$ cat src/hw/rtl/tpz_pkg.sv
// Shared types, constants and the sine table for the torus point plotter.
package tpz_pkg;

  localparam int WIDTH_DEF  = 80;
  localparam int HEIGHT_DEF = 24;
  localparam int QW         = 17;          // quotient bits of the divider
  localparam logic [3:0] BLANK = 4'd15;

  typedef enum logic [1:0] {
    REQ_CLEAR = 2'd0,
    REQ_PLOT  = 2'd1,
    REQ_READ  = 2'd2,
    REQ_NONE  = 2'd3
  } req_t;

  typedef struct packed {
    logic [15:0] depth;
    logic [3:0]  shade;
  } pix_t;

  typedef struct packed {
    logic signed [63:0] nx;     // WIDTH*den + 60*u
    logic signed [63:0] ny;     // HEIGHT*den + 30*v
    logic [47:0]        den;    // always positive
    logic [3:0]         shade;
  } proj_res_t;

  typedef logic [14:0] sin_tab_t [0:256];

  function automatic sin_tab_t build_sin();
    sin_tab_t tab;
    real ang;
    for (int k = 0; k <= 256; k++) begin
      ang = 3.14159265358979323846 * k / 512.0;
      tab[k] = 15'($rtoi($floor(16384.0 * $sin(ang) + 0.5)));
    end
    return tab;
  endfunction

  localparam sin_tab_t SIN_TAB = build_sin();

  // Q1.14 sine of a 10-bit angle code
  function automatic logic signed [15:0] sin_code(input logic [9:0] code);
    logic [8:0] r;
    logic [8:0] rr;
    logic signed [15:0] v;
    r  = {1'b0, code[7:0]};
    rr = 9'd256 - r;
    unique case (code[9:8])
      2'd0: v = signed'({1'b0, SIN_TAB[r]});
      2'd1: v = signed'({1'b0, SIN_TAB[rr]});
      2'd2: v = -signed'({1'b0, SIN_TAB[r]});
      default: v = -signed'({1'b0, SIN_TAB[rr]});
    endcase
    return v;
  endfunction

  function automatic logic signed [15:0] cos_code(input logic [9:0] code);
    return sin_code(code + 10'd256);
  endfunction

endpackage

$ cat src/hw/rtl/tpz_div.sv
// Restoring divider, one quotient bit per cycle.
module tpz_div (
  input  logic                   clk,
  input  logic                   rst,
  input  logic                   start,
  input  logic [63:0]            num,
  input  logic [63:0]            dvs,
  output logic                   done,
  output logic [tpz_pkg::QW-1:0] quo
);

  localparam int CW = $clog2(tpz_pkg::QW + 1);

  logic [63:0]   rem;
  logic [63:0]   dsh;
  logic [CW-1:0] cnt;
  logic          ge;

  assign ge = rem >= dsh;

  always_ff @(posedge clk) begin
    if (rst) begin
      cnt  <= '0;
      done <= 1'b0;
    end else begin
      done <= 1'b0;
      if (start) begin
        rem <= num;
        dsh <= dvs << (tpz_pkg::QW - 1);
        quo <= '0;
        cnt <= CW'(tpz_pkg::QW);
      end else if (cnt != '0) begin
        if (ge) begin
          rem <= rem - dsh;
        end
        quo  <= {quo[tpz_pkg::QW-2:0], ge};
        dsh  <= dsh >> 1;
        cnt  <= cnt - 1'b1;
        done <= (cnt == CW'(1));
      end
    end
  end

endmodule

$ cat config.mk
export PLATFORM = sky130hd
export DESIGN_NAME = tpz_div
export DESIGN_NICKNAME = d
export VERILOG_FILES = /design/src/hw/rtl/tpz_pkg.sv /design/src/hw/rtl/tpz_div.sv
export SDC_FILE = /design/constraint.sdc
export NUM_CORES = 1
export LEC_CHECK = 0
export ABC_AREA = 1
export BUFFER_PORTS_ARGS = -buffer_cell sky130_fd_sc_hd__buf_2
export CAP_MARGIN = 20
export CORE_ASPECT_RATIO = 1.1
export CORE_UTILIZATION = 40
export CTS_CLUSTER_DIAMETER = 60
export DETAILED_ROUTE_END_ITERATION = 8
export PLACE_DENSITY = 0.64
export SETUP_SLACK_MARGIN = 0.02
export SLEW_MARGIN = 40
export SYNTH_ARGS = -nofsm -noshare
export SYNTH_HDL_FRONTEND = slang
export SYNTH_SLANG_ARGS = --single-unit
$ cat constraint.sdc
create_clock -name clk -period 6.42 [get_ports clk]
set_input_delay 1.926 -clock clk [delete_from_list [all_inputs] [get_ports clk]]
set_output_delay 1.926 -clock clk [all_outputs]
set_load 0.005 [all_outputs]
After elaboration in Yosys (flattened, before gate mapping)

Index checks and enable logic that the tools add are counted.

Bits in registers: 151
Input port bits: 131
Output and inout bits: 18
Logic and storage cells: 28

$add $sub $neg: 2
$lt $le $gt $ge: 1
Equality and inequality tests: 1
Muxes and demuxes: 8
Bitwise logic cells: 2
Reduce and logical (&&, ||, !) cells: 7

Operators by type and width:

| operator            | number |
|---|---|
| $mux 64             | 5 |
| $ge 64x64->1        | 1 |
| $sub 64x64->64      | 1 |
| $mux 17             | 1 |
| $mux 5              | 2 |
| $eq 5x1->1 const B  | 1 |
| $reduce_bool 5->1   | 1 |
| $sub 5x1->5 const B | 1 |
| $reduce_bool 2->1   | 2 |
| $reduce_and 3->1    | 1 |
| $reduce_or 3->1     | 1 |
| $not 1->1           | 2 |
| $reduce_and 2->1    | 1 |
| $reduce_or 2->1     | 1 |

Depth between registers and ports, before layout

Gate-level depths: netlist of run 1.

Depth in word-level cells: 4
Depth in mapped cells: 18
Gate-level depth less buffers: 17

Least setup slack after synthesis of run 1

No wires, ideal clock.

Kind: input to register
From: input port start
To: register rem[0] (enable)
Library setup time: 0.487 ns
Arrival: 5.069 ns
Setup slack: 0.864 ns
Stages: 5
Buffers on the path: 1
Path through: buf_2 -> clkinv_1 -> nand2_1 -> nand2_1 -> nor2_1

Longest elaborated chain between the ends: 2

Ends and longest elaborated chain:

| what                                | line          | RTL |
|---|---|---|
| from (decl)                         | tpz_div.sv:5  | `input logic start,` |
| $reduce_bool 2->1 (no source line)  | n/a           |  |
| $reduce_and 3->1 (no source line) * | n/a           |  |
| to (signal assigned)                | tpz_div.sv:28 | `rem <= num;` |
| to (signal assigned)                | tpz_div.sv:34 | `rem <= rem - dsh;` |
| to (decl)                           | tpz_div.sv:14 | `logic [63:0] rem;` |

Every way passes the cells marked *; elsewhere a longest branch is shown, timed or not.
A chain may end at the register's enable or synchronous reset.

Final worst setup path of run 1

From: input port start
To: register dsh[42] (enable)

Longest elaborated chain between the ends: 2

Ends and longest elaborated chain:

| what                               | line          | RTL |
|---|---|---|
| $reduce_bool 2->1 (no source line) | n/a           |  |
| $reduce_and 2->1 (no source line)  | n/a           |  |
| to (signal assigned)               | tpz_div.sv:29 | `dsh <= dvs << (tpz_pkg::QW - 1);` |
| to (signal assigned)               | tpz_div.sv:37 | `dsh <= dsh >> 1;` |
| to (decl)                          | tpz_div.sv:15 | `logic [63:0] dsh;` |

No other way between the ends.

==> reports/metrics.yaml, run 1 <==
grt_usage_pct: 23.04
tightest_slew_ps: 680.9
fin_worst_skew_ps: 10.55
crit_type: "input port to flop"
antenna_found_initial: 0
finalHoldViolCount: 0
grt_max_degree: 89
dr_total_vias: 11190
core_area_um2: 29890
p_clk_share_pct: 28.2
cts_htree_levels: 4
crit_family: "buffers and inverters"
cp-end-kind: "flop"
cts_resized: 0
pre_cts_ws_ps: 2229
die-area_um2: 31410
power_density_nw_per_um2: 285.1
die_x_um: 169.1
comb_power_share_pct: 39.7
p_int_mw: 2.466
path_cells: "buf_6 -> clkinv_1 -> nand2_1 -> nand2_1 -> clkinv_2 -> buf_4"
slew_viol_final: 0
ys_types: 33
hpwlAfterDp_um: 28600
grt_setup_unrepaired: "false"
gp_congestion: 0.9364
crit_buf_inv: 4
cts_tree: "built"
leakagePower_nw: 7.654
drt-wirelength-per-cell_um: 14.37
synth_top_family_by_area: "simple AND/OR/NAND/NOR gates"
die_y_um: 185.8
grt_pass1_wl_um: 54790
cts_num_sinks: 151
syn_nets: 2079
finalSetupViolations: 0
syn_avg_cell_area_um2: 6.534
clk_pin_slew_ps: 60
status: "complete, no violations"
cap_viol_max_count: 0
drt-pass1-iter-count: 5
drt-total-wl_um: 34920
netlist_area_um2: 12280
area_delta_synth_final_pct: 14.39
min_period_ps: 3706
startpoint_type: "input port"
synth_simple_gate_area_share_pct: 35.77
synthCells: 1880
seqPwrFrac_pct: 32.2
switching_share_pct: 38.43
grt_pass1_vias: 10710
arrival_ps: 3790
ys_ff_latch: 151
drtAntennaViolNets: 0
cts_made_buffers: 17
ctsHoldBuffers: 0
synth-adder-area-share_pct: 6.988
drt_iter0_markers: 615
peakVddDrop_v: 0.0001779
placement_rows: 66
cts_setup_buffers: 0
hold_class: "flop to flop"
layout-drive-gt1-share_pct: 11.87
slew_headroom_pct: 54.61
crit_slowest_cell: "buf_4"
critical_path.max_fanout: 68
synth_xor_area_share_pct: 1.711
io_pins: 149
setup_tns_ps: 0
synthMuxAreaShare_pct: 0
clock-root-buffer: "clkbuf_16"
p_sw_mw: 1.540
yosysWarnings: 0
cp.required_ps: 6510
ys_seq_area_share_pct: 36.43
gr-total-overflow: 0
timing.final.ws_setup_ps: 2714
cts_buffer_depth: 2
fmax_mhz: 269.8
path_common_cell: "nand2_1"
critPathMaxStageDelay_ps: 520
drc_errors: 0
start_util_pct: 41.09
clock_latency_ps: 450
nets: 2208
via_per_inst: 4.603
antenna_cells: 0
synth_compound_area_share_pct: 5.277
port_buffers: 132
fin_crit_sh_pct: 57.72
## metrics by stage
step / cell area [µm²] / std cells / hold slack (ps) / power, mW / util (%)
floorplan: 12280 / 1880 / 441.8 / 2.438 / -
global placement: 13400 / 2398 / 470.8 / 2.881 / 44.84
detailed placement: 13400 / 2398 / 479.5 / 2.902 / 44.84
CTS: 14050 / 2430 / 481.4 / 4.046 / 47.00
global route: 14050 / 2430 / 512.6 / 4.290 / 47.00
finish: 14050 / 2430 / 479.8 / 4.006 / 47.00
## synthesized netlist by cell type
master / instances / area, µm²
nor4_1: 2 / 12.51
clkbuf_1: 23 / 86.33
dfxtp_1: 6 / 120.1
nor2_1: 122 / 457.9
ha_1: 67 / 838.3
nand2_1: 750 / 2815
nand3_2: 6 / 60.06
nand2_2: 21 / 131.4
nand4_1: 9 / 56.30
nor3_2: 5 / 50.05
xor2_1: 2 / 17.52
o21ai_0: 67 / 335.3
nor3_4: 2 / 32.53
clkinv_1: 1 / 3.750
or2_1: 2 / 12.51
inv_1: 413 / 1550
nand3_1: 86 / 430.4
edfxtp_1: 145 / 4354
fa_1: 1 / 20.02
nor2_4: 2 / 22.52
nor2_2: 21 / 131.4
o21ai_1: 13 / 65.06
and2_1: 1 / 6.260
a21oi_1: 48 / 240.2
nor3_1: 14 / 70.07
xnor2_1: 22 / 192.7
or2_2: 6 / 37.54
buf_2: 4 / 20.02
buf_1: 1 / 3.750
buf_4: 1 / 7.510
inv_2: 7 / 26.28
nand3b_1: 9 / 67.56
o21bai_1: 1 / 7.510
## cell type report
class	instances	area, µm²
fill	3180	15840
sequential	151	4474
inverter	421	1582
clock buffer	21	450.4
timing repair buffer	139	719.4
tap	408	510.5
multi-input combinational	1279	6118
clock inverter	11	196.4
## path summary, 6_finish.rpt
check         start       to  slack (ps)  cells past startpoint
max           start  dsh[42]        2710                      6
min          cnt[4]     done         480                      1
max reg2reg  dsh[0]  rem[26]        3380                     16
min reg2reg  cnt[4]     done         480                      1
## power by group through the flow
stage	sequential, mW	clock [mW]	combinational, mW
3_3_place_gp	1.30	0	1.58
5_1_grt	1.30	1.19	1.80
2_1_floorplan	1.31	0	1.13
6_report	1.29	1.13	1.59
3_5_place_dp	1.31	0	1.59
4_1_cts	1.29	1.16	1.60
## layout by cell type, fill, tap and decap left out, types with 14 or more instances in the layout
master and instances:
a21oi_1 48, inv_1 412, nand3_1 86, nor2_1 121
clkbuf_16 17, nand2_1 750, ha_1 67, xnor2_1 22
buf_2 131, nor3_1 14, edfxtp_1 145, nor2_2 21
nand2_2 21, o21ai_0 67
## flip-flops by register name (all words and copies together) (netlist names)
register	cells
cnt	5
rem	64
quo	17
done	1
dsh	64
## worst register-to-register path, cell delays in order (launching register included)
cell and delay, ps:
edfxtp_1 370, ha_1 200, inv_1 90, fa_1 250
nand3_1 110, nand3_2 130, nand2_1 70, nand2_1 150
nand2_1 70, nand2_1 140, nand2_1 80, nand2_2 130
nand2_1 80, nand3_2 100, nor2_1 70, nor2_4 110
buf_4 460
## cells by family (layout without fill, tap and decap cells)
| kind of cell | count (synthesis) | after routing |
|---|---|---|
| fa+ha+maj | 68 | 68 |
| buf+inv | 450 | 592 |
| compound gates | 129 | 129 |
| xor+xnor | 24 | 24 |
| simple gates | 1058 | 1058 |
| flops | 151 | 151 |
## metal layers
metal  up-vias  GRT usage [%]  share of wire, %
li1       5973              -                 -
met1      5005          27.93                45
met2       176          42.15                50
met3        31          3.423               3.3
met4         0          6.595               1.6
met5         -              0                 0
Note: power is estimated with default switching activity, not from simulation.
==> inputs of run 2 (changes only) <==
Settings changed: PLACE_DENSITY 0.64 to 0.67.
Clock period 6.42 ns to 3 ns, I/O delays scaled along.
==> run 2 against run 1 <==
Cell area grew 0.37%; setup slack lost 2400 ps; via count up 0.84%; global-route usage down 0.086 points; flip-flop and latch count unchanged; count of clock-buffer cells in the layout decreased by 4; final cell count is 0.16% higher; core utilization up 0.18 points; hold slack improved by 15 ps; sequential power rose by 110%; critical path type is now flop to flop; critical endpoint is now rem[41].
==> reports/metrics.yaml, run 2 (synthesis results as in run 1) <==
layout_common_cells: "nand2_1 (750), inv_1 (412), edfxtp_1 (145)"
finalHoldViolCount: 0  # unchanged
die-area_um2: 31410  # unchanged
critPathMaxStageDelay_ps: 430  # -90 ps
cts_setup_buffers: 0  # unchanged
via_per_inst: 4.634  # +0.67%
cp-end-kind: "flop"
power_density_nw_per_um2: 599.9  # +110%
startpoint_type: "flop"
peakVddDrop_v: 0.0003377  # +90%
dp_cells: 2402  # +0.17%
cts_buffer_depth: 2  # unchanged
die_y_um: 185.8  # unchanged
finalSetupViolations: 0  # unchanged
arrival_ps: 2880  # -910 ps
start_util_pct: 41.09  # unchanged
slew_viol_final: 0  # unchanged
grt_pass1_wl_um: 54720  # -0.13%
cts_made_buffers: 17  # unchanged
clock_latency_ps: 440  # about the same
io_pins: 149  # unchanged
hold_ws_ps: 494.4  # +14.60 ps
grt_pass1_vias: 10630  # -0.76%
r2r_cells: 17  # +1
reg.largest.list: "dsh x64, rem x64, quo x17"
cp.required_ps: 3180  # -3330 ps
layout_commonest_cell: "nand2_1"
grt_max_degree: 100  # +12%
totalPowerFinal_mw: 8.461  # +110%
antenna_cells: 0  # unchanged
cts_htree_levels: 4  # unchanged
clk_pin_slew_ps: 70  # about the same
cap_viol_max_count: 0  # unchanged
path_common_cell: "nand2_1"
min_period_ps: 2705
placement_rows: 66  # unchanged
slew_headroom_pct: 60.89  # +6.3 points
dr_total_vias: 11280  # +0.84%
fin_worst_skew_ps: 11.67  # +1.118 ps
layout-drive-gt1-share_pct: 12.19  # +0.32 points
nets: 2212  # +0.18%
core_area_um2: 29890  # unchanged
final_cells: 2434  # +0.16%
die_x_um: 169.1  # unchanged
leakagePower_nw: 7.679  # +0.31%
drt-pass1-iter-count: 5  # unchanged
setup_tns_ps: 0  # unchanged
drt-wirelength-per-cell_um: 14.35  # -0.17%
cts_resized: 0  # unchanged
nFillCells: 3120  # -1.9%
placed_cell_area_um2: 13500  # +0.71%
postLayoutCoreUtil_pct: 47.18  # +0.18 points
antenna_found_initial: 0  # unchanged
fin_crit_sh_pct: 90.15
status: "complete, no violations"
drt-total-wl_um: 34920  # about the same
fmax_mhz: 369.7
hpwlAfterDp_um: 28600  # about the same
drc_errors: 0  # unchanged
grt_setup_unrepaired: "false"
drt_iter0_markers: 604  # -1.8%
final_area_um2: 14100  # +0.37%
cts_num_sinks: 151  # unchanged
pre_cts_ws_ps: 291.2  # -1938 ps
port_buffers: 132  # unchanged
path_cells: "inv_1 -> ha_1 -> inv_1 -> fa_1 -> nand3_1 -> nand3_2 -> nand2_1 -> nand2_1 -> nand2_1 -> nand2_1 -> nand2_1 -> nand2_2 -> nand2_1 -> nand3_2 -> nor2_1 -> nor2_4 -> buf_12"
tightest_slew_ps: 586.7  # -94.24 ps
cts_tree: "built"
crit_type: "flop to flop"
gr-total-overflow: 0  # unchanged
hold_path_depth: 1  # unchanged
clock-root-buffer: "clkbuf_16"
crit_slowest_cell: "fa_1"
area_delta_synth_final_pct: 14.82
hold_class: "flop to flop"
gp_congestion: 0.9864  # +5.3%
drtAntennaViolNets: 0  # unchanged
ctsHoldBuffers: 0  # unchanged
grt_usage_pct: 22.95  # -0.086 points
timing.final.ws_setup_ps: 295.4  # -2419 ps
critical_path.max_fanout: 35  # -49%
==> run 2: worst paths after layout <==
path / endpoint / slack, ps / start
setup / recovery: rem[41] / 300 / rem[0]
hold / removal: done / 490 / cnt[4]
setup reg to reg: rem[41] / 300 / rem[0]
hold reg to reg: done / 490 / cnt[4]
==> run 2: critical path, delay by kind of cell, from the launching register on <==
family                     cells  cell delay (ps)
and+or+nand+nor               12             1190
adders and majority gates      2              580
buffers and inverters          3              310
DFF                            1              360
==> run 2: power breakdown <==
group          switching (mW)  total, mW  internal, mW
combinational            2.31       3.44          1.13
clock                    1.01       2.27          1.26
sequential             0.0815       2.75          2.67
total                    3.40       8.46          5.06
==> run 2: routing by layer <==
metal	global-route usage, %	vias to the layer above	part of all wire, %
li1	-	5978	-
met1	28.70	5037	45
met2	40.98	225	49
met3	2.785	39	3.6
met4	7.495	0	2.3
met5	0	-	0
==> run 2: cell type report <==
cell class,count,area (µm²),area share (%)
clock buffer,17,425.4,3.016
clock inverter,15,178.9,1.269
inverter,421,1584,11.23
multi-input combinational,1279,6118,43.38
sequential,151,4474,31.72
tap,408,510.5,3.620
timing repair buffer,143,812.0,5.758
